File: src/rtl/core/ssp_pkg.sv
// ----------------------------------------------------------------------------
// ssp_pkg
// Types and codes shared by the signature section parser modules.
// ----------------------------------------------------------------------------
`default_nettype none

package ssp_pkg;

  // register indexes on the configuration port
  localparam logic [0:0] REG_SECTION_SIZE = 1'd0;
  localparam logic [0:0] REG_TAG_LIMIT    = 1'd1;

  localparam logic [7:0] TAG_LIMIT_RESET = 8'd16;

  typedef enum logic [2:0] {
    PH_COUNT = 3'd0,
    PH_HEAD  = 3'd1,
    PH_PTAG  = 3'd2,
    PH_PPAD  = 3'd3,
    PH_RTAG  = 3'd4,
    PH_RPAD  = 3'd5
  } phase_t;

  typedef enum logic [2:0] {
    KIND_PTAG   = 3'd0,
    KIND_RTAG   = 3'd1,
    KIND_ENTRY  = 3'd2,
    KIND_ACCEPT = 3'd3,
    KIND_ERROR  = 3'd4
  } kind_t;

  typedef enum logic [1:0] {
    ERR_NONE  = 2'd0,
    ERR_TRUNC = 2'd1,
    ERR_TAG   = 2'd2,
    ERR_PAD   = 2'd3
  } err_t;

  typedef struct packed {
    kind_t       kind;
    logic [31:0] entry_index;
    logic [15:0] n_params;
    logic [15:0] n_results;
    logic [7:0]  tag_value;
    logic [15:0] tag_position;
    err_t        error_code;
    logic        last_of_run;
  } res_t;

  // results caused by one byte, up to three
  typedef struct packed {
    logic [1:0]      cnt;
    res_t [2:0]      item;
  } batch_t;

endpackage

`default_nettype wire

File: src/rtl/core/ssp_parse.sv
// ----------------------------------------------------------------------------
// ssp_parse
// Parser state and the per-byte step logic; emits up to three result words.
// ----------------------------------------------------------------------------
`default_nettype none

module ssp_parse (
  input  wire logic           clk,
  input  wire logic           rst_n,
  input  wire logic           step,
  input  wire logic [7:0]     data_byte,
  input  wire logic           eos,
  input  wire logic [31:0]    section_size,
  input  wire logic [7:0]     tag_limit,
  output ssp_pkg::batch_t     batch
);
  import ssp_pkg::*;

  phase_t      phase_r, phase_nxt;
  logic [1:0]  bif_r, bif_nxt;
  logic [31:0] total_r, total_nxt;
  logic [31:0] num_r, num_nxt;
  logic [15:0] pn_r, pn_nxt;
  logic [15:0] rn_r, rn_nxt;
  logic [15:0] lp_r, lp_nxt;
  logic        fin_r, fin_nxt;

  logic [31:0] limit;
  logic [1:0]  k;
  logic        start_res;
  logic        ent_done;
  logic        is_res;
  logic [15:0] list_total;

  function automatic res_t mk(kind_t kd, logic [31:0] en, logic [15:0] pc,
                              logic [15:0] rc, logic [7:0] tg, logic [15:0] ps,
                              err_t ec);
    res_t r;
    r.kind         = kd;
    r.entry_index  = en;
    r.n_params     = pc;
    r.n_results    = rc;
    r.tag_value    = tg;
    r.tag_position = ps;
    r.error_code   = ec;
    r.last_of_run  = 1'b0;
    return r;
  endfunction

  assign limit = (section_size >= 32'd4) ? (section_size >> 2) - 32'd1 : 32'd0;

  always_comb begin
    phase_nxt = phase_r;
    bif_nxt   = bif_r;
    total_nxt = total_r;
    num_nxt   = num_r;
    pn_nxt    = pn_r;
    rn_nxt    = rn_r;
    lp_nxt    = lp_r;
    fin_nxt   = fin_r;
    batch     = '0;
    k         = 2'd0;
    start_res = 1'b0;
    ent_done  = 1'b0;
    is_res    = (phase_r == PH_RTAG) || (phase_r == PH_RPAD);
    list_total = is_res ? rn_r : pn_r;

    if (!fin_r) begin
      unique case (phase_r)
        PH_COUNT: begin
          unique case (bif_r)
            2'd0: total_nxt[7:0]   = data_byte;
            2'd1: total_nxt[15:8]  = data_byte;
            2'd2: total_nxt[23:16] = data_byte;
            default: total_nxt[31:24] = data_byte;
          endcase
          if (bif_r != 2'd3) begin
            bif_nxt = bif_r + 2'd1;
          end else if (total_nxt == 32'd0) begin
            fin_nxt = 1'b1;
            batch.item[k] = mk(KIND_ACCEPT, num_nxt, pn_nxt, rn_nxt, 8'd0, 16'd0,
                               ERR_NONE);
            k = k + 2'd1;
          end else if (total_nxt > limit) begin
            fin_nxt = 1'b1;
            batch.item[k] = mk(KIND_ERROR, num_nxt, pn_nxt, rn_nxt, 8'd0, 16'd0,
                               ERR_TRUNC);
            k = k + 2'd1;
          end else begin
            phase_nxt = PH_HEAD;
            bif_nxt   = 2'd0;
            pn_nxt    = 16'd0;
            rn_nxt    = 16'd0;
            lp_nxt    = 16'd0;
          end
        end
        PH_HEAD: begin
          unique case (bif_r)
            2'd0: pn_nxt = {8'd0, data_byte};
            2'd1: pn_nxt = {data_byte, pn_r[7:0]};
            2'd2: rn_nxt = {8'd0, data_byte};
            default: rn_nxt = {data_byte, rn_r[7:0]};
          endcase
          if (bif_r != 2'd3) begin
            bif_nxt = bif_r + 2'd1;
          end else begin
            lp_nxt  = 16'd0;
            bif_nxt = 2'd0;
            if (pn_nxt == 16'd0) begin
              start_res = 1'b1;
            end else begin
              phase_nxt = PH_PTAG;
            end
          end
        end
        PH_PTAG, PH_RTAG: begin
          if (data_byte >= tag_limit) begin
            fin_nxt = 1'b1;
            batch.item[k] = mk(KIND_ERROR, num_nxt, pn_nxt, rn_nxt, data_byte, lp_r,
                               ERR_TAG);
            k = k + 2'd1;
          end else begin
            batch.item[k] = mk(is_res ? KIND_RTAG : KIND_PTAG, num_nxt, pn_nxt,
                               rn_nxt, data_byte, lp_r, ERR_NONE);
            k = k + 2'd1;
            lp_nxt  = lp_r + 16'd1;
            bif_nxt = bif_r + 2'd1;
            if (lp_nxt == list_total) begin
              if (bif_nxt == 2'd0) begin
                if (is_res) ent_done = 1'b1;
                else start_res = 1'b1;
              end else begin
                phase_nxt = is_res ? PH_RPAD : PH_PPAD;
              end
            end
          end
        end
        PH_PPAD, PH_RPAD: begin
          if (data_byte != 8'd0) begin
            fin_nxt = 1'b1;
            batch.item[k] = mk(KIND_ERROR, num_nxt, pn_nxt, rn_nxt, 8'd0, 16'd0,
                               ERR_PAD);
            k = k + 2'd1;
          end else begin
            bif_nxt = bif_r + 2'd1;
            if (bif_nxt == 2'd0) begin
              if (is_res) ent_done = 1'b1;
              else start_res = 1'b1;
            end
          end
        end
        default: fin_nxt = 1'b1;
      endcase
    end

    // parameter list done: move on to the result list
    if (start_res) begin
      lp_nxt  = 16'd0;
      bif_nxt = 2'd0;
      if (rn_nxt == 16'd0) ent_done = 1'b1;
      else phase_nxt = PH_RTAG;
    end

    if (ent_done) begin
      batch.item[k] = mk(KIND_ENTRY, num_nxt, pn_nxt, rn_nxt, 8'd0, 16'd0, ERR_NONE);
      k = k + 2'd1;
      num_nxt = num_nxt + 32'd1;
      if (num_nxt == total_nxt) begin
        batch.item[k] = mk(KIND_ACCEPT, num_nxt, pn_nxt, rn_nxt, 8'd0, 16'd0,
                           ERR_NONE);
        k = k + 2'd1;
        fin_nxt = 1'b1;
      end else begin
        phase_nxt = PH_HEAD;
        bif_nxt   = 2'd0;
        pn_nxt    = 16'd0;
        rn_nxt    = 16'd0;
        lp_nxt    = 16'd0;
      end
    end

    // end of section: flag an unfinished parse, then rearm
    if (eos) begin
      if (!fin_nxt) begin
        batch.item[k] = mk(KIND_ERROR, num_nxt, pn_nxt, rn_nxt, 8'd0, 16'd0,
                           ERR_TRUNC);
        k = k + 2'd1;
      end
      phase_nxt = PH_COUNT;
      bif_nxt   = 2'd0;
      total_nxt = 32'd0;
      num_nxt   = 32'd0;
      pn_nxt    = 16'd0;
      rn_nxt    = 16'd0;
      lp_nxt    = 16'd0;
      fin_nxt   = 1'b0;
    end

    if (k != 2'd0) batch.item[k - 2'd1].last_of_run = 1'b1;
    batch.cnt = k;
  end

  always_ff @(posedge clk) begin
    if (!rst_n) begin
      phase_r <= PH_COUNT;
      bif_r   <= 2'd0;
      total_r <= 32'd0;
      num_r   <= 32'd0;
      pn_r    <= 16'd0;
      rn_r    <= 16'd0;
      lp_r    <= 16'd0;
      fin_r   <= 1'b0;
    end else if (step) begin
      phase_r <= phase_nxt;
      bif_r   <= bif_nxt;
      total_r <= total_nxt;
      num_r   <= num_nxt;
      pn_r    <= pn_nxt;
      rn_r    <= rn_nxt;
      lp_r    <= lp_nxt;
      fin_r   <= fin_nxt;
    end
  end

endmodule

`default_nettype wire

File: src/rtl/core/ssp_outq.sv
// ----------------------------------------------------------------------------
// ssp_outq
// Four-word result queue: up to three words in a cycle, one out unless stalled.
// ----------------------------------------------------------------------------
`default_nettype none

module ssp_outq (
  input  wire logic           clk,
  input  wire logic           rst_n,
  input  wire logic           push,
  input  wire ssp_pkg::batch_t batch,
  input  wire logic           out_stall,
  output logic                out_valid,
  output ssp_pkg::res_t       head,
  output logic                room
);
  import ssp_pkg::*;

  res_t [3:0]  slot_r, slot_nxt;
  logic [2:0]  cnt_r, cnt_nxt;
  logic [1:0]  push_n;
  logic        pop;
  logic [2:0]  base;
  logic [2:0]  ofs;

  assign out_valid = (cnt_r != 3'd0);
  assign head      = slot_r[0];
  assign room      = (cnt_r <= 3'd1);
  assign pop       = out_valid && !out_stall;
  assign push_n    = push ? batch.cnt : 2'd0;
  assign base      = cnt_r - {2'd0, pop};

  always_comb begin
    cnt_nxt = base + {1'b0, push_n};
    for (int i = 0; i < 4; i++) begin
      ofs = 3'(i) - base;
      slot_nxt[i] = slot_r[i];
      if (3'(i) < base) begin
        // shift down one place on a pop
        if (pop && i < 3) slot_nxt[i] = slot_r[2'(i + 1)];
      end else if (ofs < {1'b0, push_n}) begin
        slot_nxt[i] = batch.item[ofs[1:0]];
      end
    end
  end

  always_ff @(posedge clk) begin
    if (!rst_n) begin
      cnt_r <= 3'd0;
    end else begin
      cnt_r <= cnt_nxt;
    end
  end

  always_ff @(posedge clk) begin
    slot_r <= slot_nxt;
  end

  a_push_room: assert property (@(posedge clk) disable iff (!rst_n)
    (push_n != 2'd0) |-> (cnt_r <= 3'd1))
    else $error("result words pushed without room");

  a_cnt_max: assert property (@(posedge clk) disable iff (!rst_n)
    cnt_r <= 3'd4)
    else $error("result queue overflow");

  a_pop_only: assert property (@(posedge clk) disable iff (!rst_n)
    (pop && push_n == 2'd0) |=> (cnt_r == $past(cnt_r) - 3'd1))
    else $error("queue count lost track on pop");

  a_last_mark: assert property (@(posedge clk) disable iff (!rst_n)
    (push_n != 2'd0) |-> batch.item[push_n - 2'd1].last_of_run)
    else $error("last word of a byte not marked");

endmodule

`default_nettype wire

File: src/rtl/core/signature_section_parser.sv
// ----------------------------------------------------------------------------
// signature_section_parser
// Byte-wise checker for a signature section: entry count, headers, tags, pads.
//
//   channel  direction  handshake            payload
//   cfg      in         cfg_we               cfg_index, cfg_wdata
//   in       in         in_valid / in_stall  in_data_byte, in_end_of_section
//   out      out        out_valid/out_stall  kind, entry_index, counts, tag, error
//
// One byte is accepted per cycle while in_stall is low. A byte causes up to
// three words; the result queue hands out one per cycle while out_stall is low,
// and a waiting byte stalls the input while the queue holds more than one word.
// Reset is synchronous and active low; no clearing pass is needed.
// The user must write configuration only while the block is idle (unchecked).
// ----------------------------------------------------------------------------
`default_nettype none

module signature_section_parser (
  input  wire logic        clk,
  input  wire logic        rst_n,
  input  wire logic        cfg_we,
  input  wire logic [0:0]  cfg_index,
  input  wire logic [31:0] cfg_wdata,
  input  wire logic        in_valid,
  output logic             in_stall,
  input  wire logic [7:0]  in_data_byte,
  input  wire logic        in_end_of_section,
  output logic             out_valid,
  input  wire logic        out_stall,
  output logic [2:0]       out_kind,
  output logic [31:0]      out_entry_index,
  output logic [15:0]      out_n_params,
  output logic [15:0]      out_n_results,
  output logic [7:0]       out_tag_value,
  output logic [15:0]      out_tag_position,
  output logic [1:0]       out_error_code,
  output logic             out_last_of_run
);
  import ssp_pkg::*;

  logic [31:0] section_size_r;
  logic [7:0]  tag_limit_r;
  logic        in_v_r;
  logic [7:0]  byte_r;
  logic        eos_r;
  logic        room;
  logic        advance;
  batch_t      batch;
  res_t        head;

  assign advance  = in_v_r && room;
  assign in_stall = in_v_r && !room;

  always_ff @(posedge clk) begin
    if (!rst_n) begin
      section_size_r <= 32'd0;
      tag_limit_r    <= TAG_LIMIT_RESET;
    end else if (cfg_we) begin
      if (cfg_index == REG_SECTION_SIZE) section_size_r <= cfg_wdata;
      else if (cfg_index == REG_TAG_LIMIT) tag_limit_r <= cfg_wdata[7:0];
    end
  end

  // input word register: load on accept, drop once the step has run
  always_ff @(posedge clk) begin
    if (!rst_n) begin
      in_v_r <= 1'b0;
    end else if (in_valid && !in_stall) begin
      in_v_r <= 1'b1;
    end else if (advance) begin
      in_v_r <= 1'b0;
    end
  end

  always_ff @(posedge clk) begin
    if (in_valid && !in_stall) begin
      byte_r <= in_data_byte;
      eos_r  <= in_end_of_section;
    end
  end

  ssp_parse u_parse (
    .clk          (clk),
    .rst_n        (rst_n),
    .step         (advance),
    .data_byte    (byte_r),
    .eos          (eos_r),
    .section_size (section_size_r),
    .tag_limit    (tag_limit_r),
    .batch        (batch)
  );

  ssp_outq u_outq (
    .clk       (clk),
    .rst_n     (rst_n),
    .push      (advance),
    .batch     (batch),
    .out_stall (out_stall),
    .out_valid (out_valid),
    .head      (head),
    .room      (room)
  );

  assign out_kind         = head.kind;
  assign out_entry_index  = head.entry_index;
  assign out_n_params     = head.n_params;
  assign out_n_results    = head.n_results;
  assign out_tag_value    = head.tag_value;
  assign out_tag_position = head.tag_position;
  assign out_error_code   = head.error_code;
  assign out_last_of_run  = head.last_of_run;

endmodule

`default_nettype wire

File: config.mk
export PLATFORM = sky130hd
export DESIGN_NAME = signature_section_parser
export DESIGN_NICKNAME = d
export VERILOG_FILES = /design/src/rtl/core/ssp_pkg.sv /design/src/rtl/core/ssp_parse.sv /design/src/rtl/core/ssp_outq.sv /design/src/rtl/core/signature_section_parser.sv
export SDC_FILE = /design/constraint.sdc
export NUM_CORES = 1
export LEC_CHECK = 0
export ABC_AREA = 1
export BUFFER_PORTS_ARGS = -buffer_cell sky130_fd_sc_hd__buf_2
export CAP_MARGIN = 30
export CORE_ASPECT_RATIO = 0.75
export CORE_UTILIZATION = 60
export CTS_CLUSTER_DIAMETER = 150
export CTS_CLUSTER_SIZE = 24
export DETAILED_ROUTE_END_ITERATION = 8
export PLACE_DENSITY = 0.75
export SLEW_MARGIN = 20
export SYNTH_ARGS = -nofsm -noshare
export SYNTH_HDL_FRONTEND = slang
export SYNTH_SLANG_ARGS = --single-unit
File: constraint.sdc
create_clock -name clk -period 17.1 [get_ports clk]
set_input_delay 3.42 -clock clk [delete_from_list [all_inputs] [get_ports clk]]
set_output_delay 3.42 -clock clk [all_outputs]
set_load 0.01 [all_outputs]
* Word-level counts from Yosys, hierarchy flattened
Index checks and enable logic that the tools add are counted.
Operators by class: $add $sub $neg 12, magnitude comparators 18, equality and inequality tests 12, mux-type cells 153, bitwise operators 1, reduce and logical (&&, ||, !) cells 32
Operators with widths (number):
- 2-to-1 mux 94 bit | 16
- 2-to-1 mux 282 bit | 5
- bitwise mux 282 bit | 4
- demux 94 bit (select 2 bit) | 4
- 2-to-1 mux 16 bit | 27
- binary-select mux 94 bit (select 2 bit) | 2
- one-hot mux 94 bit (3 select lines) | 1
- 2-to-1 mux 32 bit | 6
- one-hot mux 16 bit (2 select lines) | 4
- 2-to-1 mux 8 bit | 12
- one-hot mux 16 bit (3 select lines) | 1
- 2-to-1 mux 3 bit | 15
- 2-to-1 mux 2 bit | 19
- adder 32 x 1 -> 32 bit (second input constant) | 1
- equality test 32 bit | 1
- greater-or-equal comparator 32 x 3 -> 1 bit (second input constant) | 1
- > comparator 32 bit | 1
- logical NOT 16 bit | 2
- logical NOT 32 bit | 1
- 2-to-1 mux 1 bit | 31
- subtractor 30 x 1 -> 31 bit (second input constant) | 1
- less-than comparator 2 x 3 -> 1 bit (second input constant) | 6
- adder 16 x 1 -> 16 bit (second input constant) | 1
- equality test 16 bit | 1
- 35 further kinds | 65
Storage, ports and cells: flip-flop bits (word level) 359, bits of input ports 47, output and inout bits 96

* Depth between registers and ports, before layout
word-level depth 29, mapped depth 48

* By module
Synthesis repeated with hierarchy kept, for this count alone.
Second synthesis, totals: cell total of the unflattened synthesis 4848, area, all modules 29957.5 µm²
By module, submodules not included:
- ssp_parse | times used 1, cells each 3108, area an instance 16393.2 µm², sequential area each 2362.3 µm²
- ssp_outq | times used 1, cells each 1479, area an instance 11567.3 µm², sequential area each 5705.5 µm²
- signature_section_parser | times used 1, cells each 261, area an instance 1996.9 µm², sequential area each 1091.0 µm²

* Worst setup path after synthesis
OpenSTA, ideal clock, no wires.
kind flip-flop to flip-flop, start reg section_size_r[2], end reg u_outq.slot_r (netlist bit u_outq.head[0]), enable pin, library setup time 0.689 ns, arrival 12.677 ns, data required time 16.411 ns, slack 3.734 ns, stages on the path, launching flop included 44, clock period less this slack 13.366 ns, cell sequence dfxtp_1 inv_1 ha_1 nand2_1 nor3_1 nand2_1 nor2_1 inv_1 nor4_1 inv_1 nor2_1 nand3_1 nor2_1 nand2_1 o31ai_1 nand3_1 ha_1 nand2_1 [8 not listed] nand2_1 nand2_1 nor2_1 nand2_2 nor2_4 nand2_2 nand2_4 inv_2 nor2_1 ha_1 nand4_1 nand2_1 nor2_1 inv_1 ha_1 inv_1 o21ai_0 o32ai_1
On the way: cells in the longest elaborated chain, start to end 19, elaborated cells on any way between the ends 35, classes of those cells add/sub (4); order compare (3); mux (25); reduce/logical (3)
Ends and longest elaborated chain:
- from (decl) | line signature_section_parser.sv:41 | logic [31:0] section_size_r;
- from (signal assigned) | line signature_section_parser.sv:59 | if (cfg_index == REG_SECTION_SIZE) section_size_r <= cfg_wdata;
- subtractor 30 x 1 -> 31 bit or greater-or-equal comparator 32 x 3 -> 1 bit (tied branches) | line ssp_parse.sv:50 | assign limit = (section_size >= 32'd4) ? (section_size >> 2) - 32'd1 : 32'd0;
- 2-to-1 mux 32 bit (*) | line ssp_parse.sv:50
- > comparator 32 bit (*) | line ssp_parse.sv:84 | end else if (total_nxt > limit) begin
- 2-to-1 mux 1 bit or 2-to-1 mux 16 bit (tied branches) | line ssp_parse.sv:84
- 2-to-1 mux 2 bit or 2-to-1 mux 16 bit (tied branches) | line ssp_parse.sv:79 | end else if (total_nxt == 32'd0) begin
- 2-to-1 mux 2 bit or 2-to-1 mux 16 bit (tied branches) | line ssp_parse.sv:77 | if (bif_r != 2'd3) begin
- one-hot mux 2 bit (3 select lines) or one-hot mux 16 bit (2 select lines) (tied branches) | line ssp_parse.sv:69 | unique case (phase_r)
- 2-to-1 mux 2 bit or 2-to-1 mux 16 bit (tied branches) | line ssp_parse.sv:68 | if (!fin_r) begin
- [3 not listed]
- 2-to-1 mux 2 bit | line ssp_parse.sv:164 | if (ent_done) begin
- adder 2 x 1 -> 2 bit | line ssp_parse.sv:187 | k = k + 2'd1;
- 2-to-1 mux 2 bit | line ssp_parse.sv:184 | if (!fin_nxt) begin
- 2-to-1 mux 2 bit (*) | line ssp_parse.sv:183 | if (eos) begin
- 2-to-1 mux 2 bit (*) | line ssp_outq.sv:30 | assign push_n = push ? batch.cnt : 2'd0;
- less-than comparator 3 x 2 -> 1 bit (*) | line ssp_outq.sv:41 | end else if (ofs < {1'b0, push_n}) begin
- nonzero test 2 bit (no source line) (*)
- AND reduction 2 bit (no source line) (*)
- to (signal assigned) | line ssp_outq.sv:56 | slot_r <= slot_nxt;
- to (decl) | line ssp_outq.sv:19 | res_t [3:0] slot_r, slot_nxt;
Mark *: on every way between the ends. The rest lies on a longest branch, timed or not. A chain may end at the register's enable or synchronous reset.

* Final worst setup path
start reg section_size_r[2], end reg u_outq.slot_r (netlist bit u_outq.head[62]), enable pin
The elaborated chain is that of the path after synthesis.

==> out/summary.md <==
The root buffer cell was clkbuf_16. In the final layout, the share of cells above drive strength 1 is 7.49%. The floorplan step defined a die boundary enclosing 45500 sq um. After layout, the worst path uses 55.0% of the clock period. Final net count: 4009. The hold violation count in the final report is 0, and the highest attainable clock frequency is 106 MHz. The count of buffer and inverter cells on the critical path is 9, and the worst slew margin relative to its limit is 32.7%. The top cell family by delay on the critical path was simple AND/OR/NAND/NOR gates.

The tools report the final max-slew violation count as 0. In this run the number of cells on the critical path is 41. For the final design utilization, the log shows 62.5%.

The run gives 143 as the I/O pin count. The run gives 11.3 nW as the static leakage. The cell with the largest stage delay on the worst path is inv_1. Startpoint type of the worst setup path: a flip-flop. The switching share of power is 50.2%, and the net count after synthesis is 4127. TritonCTS built the clock tree. The clock drives 359 sinks. The type of the tightest min-delay check is flip-flop to flip-flop. On the final layout, the worst clock skew is 30.5 ps.

The deepest level of the CTS H-tree came out at 1. Counting the fill cells in the layout gives 4229. In the final routed layout, each cell accounts on average for 19.1 um.

The internal portion of the total power is 2.25 mW. For the number of cell rows, the log shows 66. The worst setup path category is flip-flop to flip-flop. Registers are responsible for 33.5% of the overall power. Yosys mapped a number of flops with a built-in enable equal to 197. The number of hold buffers added after CTS was 0.

The total congestion overflow came out at 0. The flow ran to the end, and the final reports show no timing, DRC or antenna violations. The combinational group share of total power is 55.3%, and the summed instance area of the synthesized netlist is 26800 sq um.

Each instance of the synthesized netlist takes up on average 6.66 sq um. The max-capacitance violation count is 0, and the number of instances on the worst hold path is 2. Once the floorplan was initialized, standard cells occupied 61.3% of the core. Total via count after detailed routing: 26900.

Routability-driven placement finished with a final weighted congestion of 1.04. The Yosys step of the flow raised 0 warnings. The worst path needs 9410 ps of the cycle, external delays included. Counting every instance in the synthesized netlist gives 4016. The longest individual stage delay on the worst path was 600 ps; the horizontal die dimension was 246 um. Total half-perimeter wirelength after legalization and detailed placement: 60.8 mm.

The detailed-routing iteration count for the pre-antenna-repair pass is 6, and the average vias per placed instance is 5.99. After clock tree synthesis, the setup repair step added 0 buffers. In this run the standard cell core region covers 43700 sq um. STA puts the critical path data required time at 17290 ps.

The logs give 23700 for the via count of the first global-routing pass and 2.26 mW for the reported net switching power. The top cell types in the final layout, fill and taps aside, are nand2_1 (1228), inv_1 (373), nor2_1 (349), a21oi_1 (333), o21ai_0 (270). The run gives 37.1% as the total routing usage reported by global routing. The tools report the count of antenna diodes in the layout as 0.

Entering global routing, the biggest net connects 85 pins. The area growth from synthesis to layout is 2.11%. The run gives 133 mm as the wire length of the first global-routing pass. For this run, design rule violations remaining after detail routing come to 0. The run gives 18 as the number of CTS-inserted buffers. The post-detailed-route count of antenna-violating nets was 0; the number of antenna violations at the first check in global routing was 1. The worst path meets setup with 7690 ps of slack.

Across the VDD grid, the largest voltage drop is 0.370 mV. The synthesized design contains 359 register bits. The run gives 570 ps as the clock latency of the later-clocked register in the worst-skew pair.

Of all flip-flops after synthesis, the portion carrying an async set or reset was 0%. The most frequent standard cell in the layout excluding fill and tap cells is nand2_1. Of all nets on the critical path, the largest fanout is 51. Power density relative to cell area: 165 nW/um^2.

Setup repair after global routing left no endpoint under its margin. Most used cell along the critical path: nand2_1. The endpoint kind of the worst setup timing path was a flip-flop. For the pin with the worst max-slew slack, the measured transition is 1000 ps. The pre-CTS setup slack was 7920 ps.

The logic depth of the worst register-to-register path was 41; the count of distinct cell types in the synthesized netlist was 57. For this run, the leading register cell type out of synthesis is edfxtp_1. From bottom edge to top edge, the die measures 185 um.

The count of final setup violators came out at 0. After the first detailed-routing iteration, the DRC count stood at 3596. Setup total negative slack on the finished layout was measured at 0 ps.

The logs give 11.1% for the clock share of power and 0 for the number of gates resized after cts. Sequential elements use 34.2% of the synthesized area. The clock passes through at most 3 buffers.

Clock-pin slew was measured on the worst setup and hold paths at 110 ps. Port buffering added 142 buffers. STA puts the critical path data arrival time at 9600 ps.

For this block, the routed nets add up to 85.7 mm of wire.
==> final cells by class <==
class | count | area (sq um) | area share [%]
sequential | 359 | 9160 | 33.5
timing repair buffer | 173 | 1010 | 3.70
inverter | 399 | 1510 | 5.54
tap | 578 | 723 | 2.65
clock buffer | 32 | 524 | 1.92
multi-input combinational | 2947 | 14400 | 52.7
==> worst paths after layout <==
check	startpoint	endpoint	slack, ps
max	section_size_r[2]$_SDFFE_PN0P_	u_outq.head[62]$_DFFE_PP_	7690
min	u_parse.rn_r[10]$_SDFFE_PN0P_	u_parse.rn_r[10]$_SDFFE_PN0P_	470
max reg2reg	section_size_r[2]$_SDFFE_PN0P_	u_outq.head[62]$_DFFE_PP_	7690
min reg2reg	u_parse.rn_r[10]$_SDFFE_PN0P_	u_parse.rn_r[10]$_SDFFE_PN0P_	470
==> routing by layer <==
metal | GRT usage, % | vias to the layer above | part of all wire [%]
met2 | 55.2 | 1535 | 42
met1 | 53.0 | 12200 | 43
met3 | 7.20 | 214 | 12
li1 | - | 12900 | -
met5 | 0 | - | 0.023
met4 | 14.0 | 2 | 4.0
==> power by group through the flow <==
stage          registers [mW]  clock network [mW]  logic (mW)
2_1_floorplan            1.65                   0        1.74
3_5_place_dp             1.53                   0        2.43
6_report                 1.51               0.502        2.50
3_3_place_gp             1.53                   0        2.39
5_1_grt                  1.54               0.533        2.70
4_1_cts                  1.52               0.509        2.43
==> per-stage QoR <==
stage | std cells | instance area [sq um] | power, mW | hold slack (ps)
finish | 4488 | 27300 | 4.52 | 471
global route | 4488 | 27300 | 4.78 | 486
CTS | 4485 | 27300 | 4.46 | 472
detailed placement | 4453 | 26700 | 3.96 | 456
global placement | 4450 | 26700 | 3.92 | 455
floorplan | 4016 | 26800 | 3.39 | 435
==> registers in the layout, indices dropped and copies added, names as in the netlist <==
signal,flops
byte_r,8
eos_r,1
in_v_r,1
section_size_r,32
tag_limit_r,8
u_outq.cnt_r,3
u_outq.head,94
u_outq.slot_r,94
u_parse.bif_r,2
u_parse.fin_r,1
u_parse.lp_r,16
u_parse.num_r,32
u_parse.phase_r,3
u_parse.pn_r,16
u_parse.rn_r,16
u_parse.total_r,32
==> kinds of logic (layout without fill, tap and decap cells) <==
logic type,count (synthesis),after routing,synth area share (%)
compound gates,855,855,17.6
xor+xnor,54,54,1.77
fa+ha+maj,64,64,3.02
buf+inv,710,604,12.2
flops,359,359,34.2
simple gates,1974,1974,31.1
==> worst register-to-register path, delay by kind of cell (launching register included) <==
kind	cells	cell delay [ps]
flops	1	320
fa+ha+maj	5	1620
simple gates	23	3700
compound gates	4	600
buf+inv	9	2770
==> Yosys cell counts (56+ instances only) <==
cell type / instances / area share (%)
o21ai_1: 60 / 1.1
edfxtp_1: 197 / 22
nand3_1: 197 / 3.7
nand4_1: 56 / 1.3
ha_1: 63 / 2.9
nand2_1: 1229 / 17
o211ai_1: 85 / 2.4
buf_4: 122 / 3.4
o21ai_0: 271 / 5.1
a21oi_1: 333 / 6.2
clkbuf_1: 137 / 1.9
nor2_1: 351 / 4.9
inv_1: 376 / 5.3
dfxtp_1: 162 / 12
Power figures use the tool's default switching activity.
